===== src/rtl/ceq_pkg.sv =====
// ============================================================================
// ceq_pkg
// shared types and constants for the coalescing event queue
// ============================================================================
`default_nettype none
package ceq_pkg;
    localparam int SLOT_COUNT = 16;
    localparam int IDX_W = $clog2(SLOT_COUNT);
    localparam int FILL_W = $clog2(SLOT_COUNT + 1);
    localparam logic [31:0] REPORT_INTERVAL = 32'd64;

    localparam logic [3:0] KIND_WAKE = 4'd0;
    localparam logic [3:0] KIND_CHARGE = 4'd3;
    localparam logic [3:0] KIND_REMINDER = 4'd7;
    localparam logic [3:0] KIND_STATE = 4'd8;
    localparam logic [3:0] KIND_MAX = 4'd10;

    localparam logic [1:0] ST_QUEUED = 2'd0;
    localparam logic [1:0] ST_COALESCED = 2'd1;
    localparam logic [1:0] ST_REJECTED = 2'd2;

    localparam logic CMD_SUBMIT = 1'b0;
    localparam logic CMD_POP = 1'b1;

    typedef struct packed {
        logic [3:0]  kind;
        logic [31:0] count;
        logic        flag;
        logic [31:0] value;
        logic [6:0]  payload;
    } entry_t;

    // per-cell control from the sequencer
    typedef struct packed {
        logic   shift_en;   // cells at or above remove index take neighbor
        logic   [IDX_W-1:0] remove_idx;
        logic   write_en;   // write new entry at write index
        logic   [IDX_W-1:0] write_idx;
    } cell_ctrl_t;

    typedef enum logic [1:0] {
        S_IDLE,
        S_EXEC,
        S_OUT
    } state_t;

    function automatic logic kind_important(input logic [3:0] k);
        return (k == KIND_WAKE) || (k == KIND_REMINDER) || (k == KIND_STATE);
    endfunction

    function automatic logic kind_coalescible(input logic [3:0] k);
        return (k == KIND_WAKE) || ((k >= KIND_CHARGE) && (k <= KIND_STATE));
    endfunction
endpackage
`default_nettype wire


===== src/rtl/ceq_cell.sv =====
// ============================================================================
// ceq_cell
// one queue slot: holds an entry, takes its upper neighbor on a shift
// ============================================================================
`default_nettype none
module ceq_cell
    import ceq_pkg::*;
(
    input  wire logic       clk,
    input  wire logic [IDX_W-1:0] my_idx,
    input  wire cell_ctrl_t ctrl,
    input  wire entry_t     upper,
    input  wire entry_t     new_entry,
    output entry_t          entry
);
    entry_t entry_reg;
    entry_t entry_next;

    always_comb
    begin
        entry_next = entry_reg;
        if (ctrl.shift_en && (my_idx >= ctrl.remove_idx))
        begin
            entry_next = upper;
        end
        if (ctrl.write_en && (my_idx == ctrl.write_idx))
        begin
            entry_next = new_entry;
        end
    end

    always_ff @(posedge clk)
    begin
        entry_reg <= entry_next;
    end

    assign entry = entry_reg;
endmodule
`default_nettype wire


===== src/rtl/coalescing_event_queue_unit.sv =====
// ============================================================================
// coalescing_event_queue_unit
// bounded event queue with coalescing, eviction and pressure reporting
// ============================================================================
// the item is decided in the cycle after its input transfer (S_EXEC), and the result
// register is loaded at the end of that cycle, which raises m_tvalid (S_OUT)
// items do not overlap: transfer, then decide/shift of the cell chain, then result;
// a waiting result holds s_tready low until it transfers
// reset: control state, fill count and pressure counters clear asynchronously;
// slot contents are not cleared, slots at or above the fill count are never read
`default_nettype none
module coalescing_event_queue_unit
    import ceq_pkg::*;
(
    input  wire logic        clk,
    input  wire logic        rst_n,
    input  wire logic        s_tvalid,
    output logic             s_tready,
    // cmd, event_kind, well_formed, event_count, event_flag, event_value,
    // event_state, event_priority (bits 0..77, zero to 79)
    input  wire logic [79:0] s_tdata,
    output logic             m_tvalid,
    input  wire logic        m_tready,
    // submit_status, pop_valid, out_kind, out_count, out_flag, out_value,
    // out_state, out_priority, fill level, pressure_report (bits 0..84, zero to 87)
    output logic [87:0]      m_tdata,
    input  wire logic        psel,
    input  wire logic        penable,
    input  wire logic        pwrite,
    input  wire logic [1:0]  paddr,
    input  wire logic [31:0] pwdata,
    output logic [31:0]      prdata,
    output logic             pready
);
    // configuration register
    logic [3:0] idle_code_reg;
    assign pready = 1'b1;
    assign prdata = (paddr == 2'd0) ? {28'd0, idle_code_reg} : 32'd0;

    always_ff @(posedge clk or negedge rst_n)
    begin
        if (!rst_n)
        begin
            idle_code_reg <= 4'd0;
        end
        else if (psel && penable && pwrite && (paddr == 2'd0))
        begin
            idle_code_reg <= pwdata[3:0];
        end
    end

    state_t state_reg, state_next;
    logic [79:0] in_reg;
    logic [87:0] out_reg, out_next;
    logic [FILL_W-1:0] fill_reg, fill_next;
    logic [31:0] rej_reg, rej_next, evi_reg, evi_next, last_reg, last_next;
    logic warn_reg, warn_next, rep_reg, rep_next;

    entry_t     cells [SLOT_COUNT];
    entry_t     uppers [SLOT_COUNT];
    entry_t     new_entry;
    cell_ctrl_t ctrl;

    // ------------------------------------------------------------------ chain
    genvar g;
    generate
        for (g = 0; g < SLOT_COUNT; g++)
        begin : g_cell
            if (g == SLOT_COUNT - 1)
            begin : g_top
                assign uppers[g] = cells[g];
            end
            else
            begin : g_mid
                assign uppers[g] = cells[g+1];
            end
            ceq_cell u_cell (
                .clk       (clk),
                .my_idx    (IDX_W'(g)),
                .ctrl      (ctrl),
                .upper     (uppers[g]),
                .new_entry (new_entry),
                .entry     (cells[g])
            );
        end
    endgenerate

    // ------------------------------------------------------------ input decode
    logic        i_cmd, i_wf, i_flag;
    logic [3:0]  i_kind;
    logic [31:0] i_count, i_value;
    logic [6:0]  i_payload;
    assign i_cmd     = in_reg[0];
    assign i_kind    = in_reg[4:1];
    assign i_wf      = in_reg[5];
    assign i_count   = in_reg[37:6];
    assign i_flag    = in_reg[38];
    assign i_value   = in_reg[70:39];
    assign i_payload = in_reg[77:71];

    // per-slot match vectors, each slot compared in parallel
    logic [SLOT_COUNT-1:0] valid_v, same_v, unimp_v, state_v;
    always_comb
    begin
        for (int i = 0; i < SLOT_COUNT; i++)
        begin
            valid_v[i] = (FILL_W'(i) < fill_reg);
            same_v[i]  = valid_v[i] && (cells[i].kind == i_kind);
            unimp_v[i] = valid_v[i] && !kind_important(cells[i].kind);
            state_v[i] = valid_v[i] && (cells[i].kind == KIND_STATE);
        end
    end

    // first-set finders over the slots
    logic             same_hit, unimp_hit, state_hit;
    logic [IDX_W-1:0] same_idx, unimp_idx, state_idx;
    always_comb
    begin
        same_hit = 1'b0; unimp_hit = 1'b0; state_hit = 1'b0;
        same_idx = '0; unimp_idx = '0; state_idx = '0;
        for (int i = SLOT_COUNT - 1; i >= 0; i--)
        begin
            if (same_v[i])
            begin
                same_hit = 1'b1; same_idx = IDX_W'(i);
            end
            if (unimp_v[i])
            begin
                unimp_hit = 1'b1; unimp_idx = IDX_W'(i);
            end
            if (state_v[i])
            begin
                state_hit = 1'b1; state_idx = IDX_W'(i);
            end
        end
    end

    // ---------------------------------------------------------- decide step
    logic [IDX_W-1:0] last_idx;
    logic [32:0] sat_sum;
    logic [31:0] n_count, press;
    logic        n_flag, full;
    assign last_idx = IDX_W'(fill_reg - FILL_W'(1));
    assign full = (fill_reg >= FILL_W'(SLOT_COUNT));

    // merge target: a state change only merges with the newest entry
    logic             co_hit;
    logic [IDX_W-1:0] co_idx;
    always_comb
    begin
        if (i_kind == KIND_STATE)
        begin
            co_hit = (fill_reg != '0) && (cells[last_idx].kind == KIND_STATE);
            co_idx = last_idx;
        end
        else
        begin
            co_hit = same_hit;
            co_idx = same_idx;
        end
    end

    always_comb
    begin
        ctrl = '0;
        fill_next = fill_reg;
        rej_next = rej_reg;
        evi_next = evi_reg;
        last_next = last_reg;
        warn_next = warn_reg;
        rep_next = rep_reg;
        out_next = '0;
        press = '0;
        n_count = (i_count == 32'd0) ? 32'd1 : i_count;
        n_flag = (i_kind == KIND_STATE) ? (i_value != {28'd0, idle_code_reg}) : i_flag;
        sat_sum = 33'd0;
        new_entry = '0;
        if (state_reg == S_EXEC)
        begin
            if (i_cmd == CMD_POP)
            begin
                if (fill_reg == '0)
                begin
                    if (warn_reg)
                    begin
                        warn_next = 1'b0;
                        rep_next = 1'b1;
                        last_next = rej_reg + evi_reg;
                        out_next[84] = 1'b1;
                    end
                end
                else
                begin
                    out_next[2]     = 1'b1;
                    out_next[6:3]   = cells[0].kind;
                    out_next[38:7]  = cells[0].count;
                    out_next[39]    = cells[0].flag;
                    out_next[71:40] = cells[0].value;
                    out_next[78:72] = cells[0].payload;
                    ctrl.shift_en = 1'b1;
                    ctrl.remove_idx = '0;
                    fill_next = fill_reg - FILL_W'(1);
                end
            end
            else if (!i_wf || (i_kind > KIND_MAX))
            begin
                rej_next = rej_reg + 32'd1;
                out_next[1:0] = ST_REJECTED;
            end
            else if (kind_coalescible(i_kind) && co_hit)
            begin
                if (i_kind == KIND_STATE)
                begin
                    n_flag = n_flag | cells[co_idx].flag;
                end
                else if (kind_important(i_kind))
                begin
                    sat_sum = {1'b0, cells[co_idx].count} + {1'b0, n_count};
                    n_count = sat_sum[32] ? 32'hFFFF_FFFF : sat_sum[31:0];
                end
                ctrl.shift_en = 1'b1;
                ctrl.remove_idx = co_idx;
                ctrl.write_en = 1'b1;
                ctrl.write_idx = last_idx;
                out_next[1:0] = ST_COALESCED;
            end
            else if (full)
            begin
                if (kind_important(i_kind) && unimp_hit)
                begin
                    evi_next = evi_reg + 32'd1;
                    ctrl.shift_en = 1'b1;
                    ctrl.remove_idx = unimp_idx;
                    ctrl.write_en = 1'b1;
                    ctrl.write_idx = last_idx;
                end
                else if ((i_kind == KIND_STATE) && state_hit)
                begin
                    evi_next = evi_reg + 32'd1;
                    n_flag = n_flag | cells[state_idx].flag;
                    ctrl.shift_en = 1'b1;
                    ctrl.remove_idx = state_idx;
                    ctrl.write_en = 1'b1;
                    ctrl.write_idx = last_idx;
                end
                else
                begin
                    rej_next = rej_reg + 32'd1;
                    out_next[1:0] = ST_REJECTED;
                end
                // pressure counted after this step's eviction or reject
                press = rej_next + evi_next - last_reg;
                if (!rep_reg || (press >= REPORT_INTERVAL))
                begin
                    warn_next = 1'b1;
                end
            end
            else
            begin
                ctrl.write_en = 1'b1;
                ctrl.write_idx = IDX_W'(fill_reg);
                fill_next = fill_reg + FILL_W'(1);
            end
            new_entry.kind = i_kind;
            new_entry.count = n_count;
            new_entry.flag = n_flag;
            new_entry.value = i_value;
            new_entry.payload = i_payload;
            out_next[83:79] = 5'(fill_next);
        end
    end

    // ------------------------------------------------------------ sequencer
    logic s_fire, m_fire;
    assign s_fire = s_tvalid && s_tready;
    assign m_fire = m_tvalid && m_tready;

    always_comb
    begin
        state_next = state_reg;
        case (state_reg)
            S_IDLE: if (s_fire) state_next = S_EXEC;
            S_EXEC: state_next = S_OUT;
            S_OUT:  if (m_fire) state_next = s_fire ? S_EXEC : S_IDLE;
            default: state_next = S_IDLE;
        endcase
    end

    // output register releases its slot when taken, accepting the next item then
    always_comb
    begin
        case (state_reg)
            S_IDLE:  s_tready = 1'b1;
            S_OUT:   s_tready = m_tready;
            default: s_tready = 1'b0;
        endcase
        m_tvalid = (state_reg == S_OUT);
    end
    assign m_tdata = out_reg;

    always_ff @(posedge clk or negedge rst_n)
    begin
        if (!rst_n)
        begin
            state_reg <= S_IDLE;
            fill_reg  <= '0;
            rej_reg   <= '0;
            evi_reg   <= '0;
            last_reg  <= '0;
            warn_reg  <= 1'b0;
            rep_reg   <= 1'b0;
        end
        else
        begin
            state_reg <= state_next;
            fill_reg  <= fill_next;
            rej_reg   <= rej_next;
            evi_reg   <= evi_next;
            last_reg  <= last_next;
            warn_reg  <= warn_next;
            rep_reg   <= rep_next;
        end
    end

    always_ff @(posedge clk)
    begin
        if (s_fire)
        begin
            in_reg <= s_tdata;
        end
        if (state_reg == S_EXEC)
        begin
            out_reg <= out_next;
        end
    end

`ifndef SYNTHESIS
    a_fill_bound: assert property (@(posedge clk) disable iff (!rst_n)
        fill_reg <= FILL_W'(SLOT_COUNT)) else $error("fill over depth");
    a_exec_once: assert property (@(posedge clk) disable iff (!rst_n)
        state_reg == S_EXEC |=> state_reg == S_OUT) else $error("exec not one cycle");
    a_fill_step: assert property (@(posedge clk) disable iff (!rst_n)
        state_reg != S_EXEC |=> $stable(fill_reg)) else $error("fill moved idle");
`endif
endmodule
`default_nettype wire


===== config.mk =====
export PLATFORM = sky130hd
export DESIGN_NAME = coalescing_event_queue_unit
export DESIGN_NICKNAME = d
export VERILOG_FILES = /design/src/rtl/ceq_pkg.sv /design/src/rtl/ceq_cell.sv /design/src/rtl/coalescing_event_queue_unit.sv
export SDC_FILE = /design/constraint.sdc
export NUM_CORES = 2
export LEC_CHECK = 0
export BUFFER_PORTS_ARGS = -buffer_cell sky130_fd_sc_hd__buf_2
export CAP_MARGIN = 15
export CORE_AREA = 4 4 355 357
export CTS_BUF_LIST = sky130_fd_sc_hd__clkbuf_16
export DETAILED_ROUTE_END_ITERATION = 10
export DIE_AREA = 0 0 359 361
export PLACE_DENSITY_LB_ADDON = 0.3
export SKIP_LAST_GASP = 1
export SLEW_MARGIN = 25
export SYNTH_ARGS = -nofsm -noshare
export SYNTH_HDL_FRONTEND = slang
export SYNTH_SLANG_ARGS = --single-unit

===== constraint.sdc =====
create_clock -name clk -period 13.3 [get_ports clk]
set_input_delay 1.33 -clock clk [delete_from_list [all_inputs] [get_ports clk]]
set_output_delay 1.33 -clock clk [all_outputs]
set_load 0.1 [all_outputs]

# Word-level counts from Yosys, hierarchy flattened
# Cells that the tools add are included.
[totals]
latchBits = 0
input_bits = 121
mem_bits_rw = 0
mem_bits_ro = 0
register_bits = 1488
output_inout_bits = 123
mem_count = 0
[classes]
shifts = 0
n_lt_le_gt_ge = 39
mux = 204
n_reduce_logical = 193
n_bitwise = 8
mul = 0
addsub = 8
div = 0
eq_ne = 75
[ops]
columns = ["cell", "n"]
rows = [
  ["76-bit two-way mux", 33],
  ["76-bit binary-select mux with 4-bit select", 3],
  ["32-bit two-way mux", 24],
  ["4-bit two-way mux", 50],
  ["72-bit two-way mux", 2],
  ["1-bit logical AND", 89],
  ["40-bit two-way mux", 2],
  ["4-bit == test, second input constant", 18],
  ["4-bit zero test", 18],
  ["4-bit by 3-bit == test with 1-bit output, second input constant", 17],
  ["1-bit two-way mux", 66],
  ["32-bit by 1-bit adder with 32-bit output, second input constant", 2],
  ["32-bit adder", 2],
  ["4-bit == test", 16],
  ["10-bit two-way mux", 5],
  ["5-bit two-way mux", 10],
  ["4-bit by 5-bit less-than comparator with 1-bit output, first input constant", 8],
  ["1-bit logical OR", 37],
  ["2-bit nonzero test", 18],
  ["32-bit by 32-bit adder with 33-bit output", 1],
  ["4-bit == test, first input constant", 8],
  ["32-bit by 7-bit >= comparator with 1-bit output, second input constant", 1],
  ["32-bit zero test", 1],
  ["32-bit by 4-bit inequality test with 1-bit output", 1],
  ["36 further kinds", 95],
]

# Longest topological paths before layout
[logic_depth]
ltp_word = 37
mapped_depth = 32
depth_no_buf = 26

# Cells and area by module
# From an unflattened synthesis, not the netlist that was laid out.
[unflattened]
hier_cells = 5680
area_unflattened_um2 = 79297.3
[by_module_without_submodules]
columns = ["mod", "area_per_inst_um2", "n_inst", "seq_area_each_um2", "cells_per_inst"]
rows = [
  ["ceq_cell", 3357.0, 16, 2282.2, 180],
  ["coalescing_event_queue_unit", 25585.8, 1, 7622.3, 2800],
]

# Least setup slack after synthesis
# No wires, ideal clock.
[synth_timing]
kind = "register -> register"
from = "register fill_reg[0]"
to = "register g_cell[0].u_cell.entry_reg, in the netlist g_cell[0].u_cell.entry[0], enable pin"
t_arrival_ns = 9.289
n_path_buf = 4
setup_ns = 0.615
setup_slack_ns = 3.396
synth_period_minus_slack_ns = 9.904
path_stages_with_launch = 18
cell_sequence = "dfrtp_1 > buf_2 > buf_1 > clkinv_1 > ha_1 > buf_4 > xor2_4 > mux2i_1 > mux4_2 > a22oi_4 > o311ai_4 > clkbuf_1 > and2_1 > o21ai_0 > a21oi_1 > a211oi_1 > a21oi_1 > o21ai_0"
[synth_between]
elab_chain_len = 29
[synth_rtl]
columns = ["item", "line", "source"]
rows = [
  ["from (decl)", "coalescing_event_queue_unit.sv:55", "logic [FILL_W-1:0] fill_reg, fill_next;"],
  ["from (signal assigned)", "coalescing_event_queue_unit.sv:316", "fill_reg <= fill_next;"],
  ["4-bit by 5-bit less-than comparator with 1-bit output", "coalescing_event_queue_unit.sv:107", "valid_v[i] = (FILL_W'(i) < fill_reg);"],
  ["1-bit logical AND", "coalescing_event_queue_unit.sv:110", "state_v[i] = valid_v[i] && (cells[i].kind == KIND_STATE);"],
  ["1-bit two-way mux (16 in a row)", "coalescing_event_queue_unit.sv:131", "if (state_v[i])"],
  ["1-bit logical AND", "coalescing_event_queue_unit.sv:237", "else if ((i_kind == KIND_STATE) && state_hit)"],
  ["10-bit two-way mux", "coalescing_event_queue_unit.sv:237", ""],
  ["10-bit two-way mux", "coalescing_event_queue_unit.sv:229", "if (kind_important(i_kind) && unimp_hit)"],
  ["5-bit two-way mux", "coalescing_event_queue_unit.sv:227", "else if (full)"],
  ["10-bit two-way mux", "coalescing_event_queue_unit.sv:210", "else if (kind_coalescible(i_kind) && co_hit)"],
  ["10-bit two-way mux", "coalescing_event_queue_unit.sv:205", "else if (!i_wf || (i_kind > KIND_MAX))"],
  ["5-bit two-way mux", "coalescing_event_queue_unit.sv:180", "if (i_cmd == CMD_POP)"],
  ["10-bit two-way mux *", "coalescing_event_queue_unit.sv:178", "if (state_reg == S_EXEC)"],
  ["1-bit by 4-bit >= comparator with 1-bit output or 4-bit zero test (tied branches)", "ceq_cell.sv:22, ceq_cell.sv:26", ""],
  ["1-bit logical AND (on tied branches)", "ceq_cell.sv:22, ceq_cell.sv:26", ""],
  ["2-bit nonzero test (no source line) *", "-", ""],
  ["to (signal assigned)", "ceq_cell.sv:34", "entry_reg <= entry_next;"],
  ["to (decl)", "ceq_cell.sv:16", "entry_t entry_reg;"],
]
# Mark *: on every way between the ends. The rest lies on a longest branch, timed or not. The select of a mux whose other input is x is not followed.
# A chain may end at the register's enable or synchronous reset.

==> results.ini <==
[drt]
drc = 0
antenna_left = 0
avgViaCountPerCell = 6.173
wire_per_inst_um = 22.47
drt-total-wl_um = 190800
num_vias = 52420
drtIter0Drc = 5864
first_pass_iters = 7

[logic_synthesis]
synth_edf_count = 1379
synth_area_mm2 = 0.07447
synthTopCellsByArea = edfxtp_1, o21ai_0, nand2_1
yosys.area.top_type = edfxtp_1
yosysUniqueCellTypes = 105
ys_ff_latch = 1488
synthArstFlopShare = 0.07325
ys_warn_count = 0
yosysSeqAreaShare = 0.5927
synth_top_area_frac = 0.5560
yosys_most_used_dff = edfxtp_1
synth_cells = 6829
avgSynthCellArea_um2 = 10.91

[min_path]
hold_class = register to register

[global_route]
grt_use_total = 0.2870
antenna_found_initial = 7
grt_max_degree = 203
grt_overflow = 0
grt_pass1_wl_um = 291700
grt_pass1_vias = 49530

[critical_path]
slowest_stage = dfrtp_1
crit_required_ns = 13.92
slowest_delay_ns = 0.82
crit_buf_inv = 5
crit_arrival_ns = 10.34
cp-start-kind = register
cp_top_family = compound AO/OA/AOI/OAI gates
cp_max_fo = 36
worstSetupEndpointType = register
cpMostUsedCell = buf_4
worstSetupPathType = register to register

[sta]
fin_crit_sh = 0.7305
setup-violations-final = 0
worstMarginPinSlew_ns = 1.106
fmax_mhz = 102.9
finalHoldViolations = 0
relSlewSlack = 0.2597
fin_skew_ns = 0.04242
timing.final.max_slew_violations = 0
grt_setup_unrepaired = false
setup_tns_ns = 0
layout_min_cycle_time_ns = 9.716

[cells_and_area]
final_layout_size_suffix_gt1_frac = 0.1057
fill_cells = 9116
utilization = 0.6575
syn2layout_area_growth_pct = 8.587
largest_reg_flops = 1216
final_nets = 6983

[power_and_ir_drop]
p_leak_nw = 31.36
vdd.ir_drop.worst_uv = 181.6
p_per_area_mw_per_mm2 = 183.5

[floorplanning]
die_area_mm2 = 0.1296
die_y_um = 361
rows = 129
die_w_um = 359
start_util = 0.6055
io_pins = 244
core_area_mm2 = 0.1230

[clock_tree]
path_clk_slew_ns = 0.07
postCtsSetupRepairBufs = 0
clock_sinks = 1488
hold_buffers = 0
clkLatencyLatePin_ns = 0.81
cts_tree = yes
cts_max_level = 4
cts_resized = 0
clock_path_buffers = 3
cts-buffers-inserted = 152
cts_root_buf = clkbuf_16

[flow_run]
maxCapViolations = 0

[run_status]
status = complete, no violations

[placement]
io_buffers = 181
hpwl_um = 122700
gp_congestion = 0.9347

## report_power, final
group	switching [mW]	internal, mW
Sequential	0.264	5.91
Combinational	3.08	1.45
Clock	1.86	2.27
Total	5.20	9.63
## stage by stage
stage,hold WS (ns),power [mW],setup slack [ns],area (µm²),std cells
floorplan,0.4351,9.548,3.396,74590,6859
global placement,0.4492,10.57,4.073,75980,8211
detailed placement,0.4536,10.67,3.985,75980,8212
CTS,0.4701,14.79,3.870,80840,8487
global route,0.4949,15.45,3.119,80860,8487
finish,0.4667,14.84,3.584,80870,8491
## path summary, 6_finish.rpt
path | cells after the start | endpoint | slack, ns | startpoint
max reg2reg | 25 | g_cell[8].u_cell.entry[48]$_DFFE_PP_ | 3.58 | fill_reg[1]$_DFFE_PN0N_
max in group asynchronous | 2 | rej_reg[24]$_DFFE_PN0P_ | 11.38 | rst_n
min reg2reg | 1 | rep_reg$_DFFE_PN0P_ | 0.47 | rep_reg$_DFFE_PN0P_
max | 25 | g_cell[8].u_cell.entry[48]$_DFFE_PP_ | 3.58 | fill_reg[1]$_DFFE_PN0N_
min in group asynchronous | 1 | last_reg[13]$_DFFE_PN0P_ | 0.55 | rst_n
min | 1 | rep_reg$_DFFE_PN0P_ | 0.47 | rep_reg$_DFFE_PN0P_
## placed cells by master, fill, tap and decap left out, types with 20 or more instances in the layout
cell,netlist,routed
xor2_1,111,111
a211oi_1,77,77
nor2_1,210,210
a21o_1,47,47
nand4_1,38,38
xnor2_1,141,141
mux2i_1,157,157
o21ai_0,1140,1134
o221ai_2,26,26
nand2_1,1418,1412
clkinv_2,0,21
a21oi_1,131,131
dfrtp_1,109,109
clkinv_1,1,35
inv_1,163,197
nor3_1,44,42
nand2b_1,33,33
and2_1,29,28
buf_2,123,181
conb_1,2,32
o211ai_1,82,82
o21ai_1,105,103
clkbuf_16,0,152
fa_1,33,33
buf_4,42,84
ha_1,100,100
and3_1,101,101
nor4_1,38,38
o21a_1,20,20
nand3_1,62,58
edfxtp_1,1379,1379
nor2b_1,29,29
a31oi_1,50,50
mux2_2,137,137
## routing by layer
metal,track usage,up-vias,wire length [µm]
met5,0,-,0
met4,0.09283,0,6108
met3,0.05238,430,17910
met2,0.4476,2480,86570
met1,0.4134,25110,80170
li1,-,24390,-
## cell families (layout without fill, tap and decap cells)
kind of cell               after synthesis  after routing  synth area share
buffers and inverters                  717            708           0.04185
adders and majority gates              133            133           0.02567
and+or+nand+nor                       2110           2110            0.1233
other                                    2             36         0.0001008
AOI/OAI and AO/OA                     1828           1828            0.1434
DFF                                   1488           1488            0.5927
xor gates and xnor gates               253            253           0.03001
muxes                                  298            298           0.04303
## layout make-up
cell class | count | area (µm²) | share of cell area
sequential | 1488 | 44140 | 0.5458
timing repair buffer | 269 | 1590 | 0.01967
tap | 1637 | 2048 | 0.02533
clock buffer | 152 | 3804 | 0.04704
inverter | 164 | 623.1 | 0.007705
clock inverter | 123 | 1055 | 0.01304
antenna | 4 | 10.01 | 0.0001238
multi-input combinational | 4654 | 27600 | 0.3413
## cell usage after synthesis (all sizes together), types with 39 or more instances
master  instances
a21o           47
nand3          62
edfxtp       1379
o211ai         84
nor4           39
nand2        1420
mux2i         157
and3          101
nor2          210
a31oi          51
buf           205
inv           163
dfrtp         109
ha            100
xnor2         141
a211oi         78
mux2          137
xor2          112
a21oi         132
nor3           45
o21ai        1252
clkbuf        348
Power figures use the tool's default switching activity.
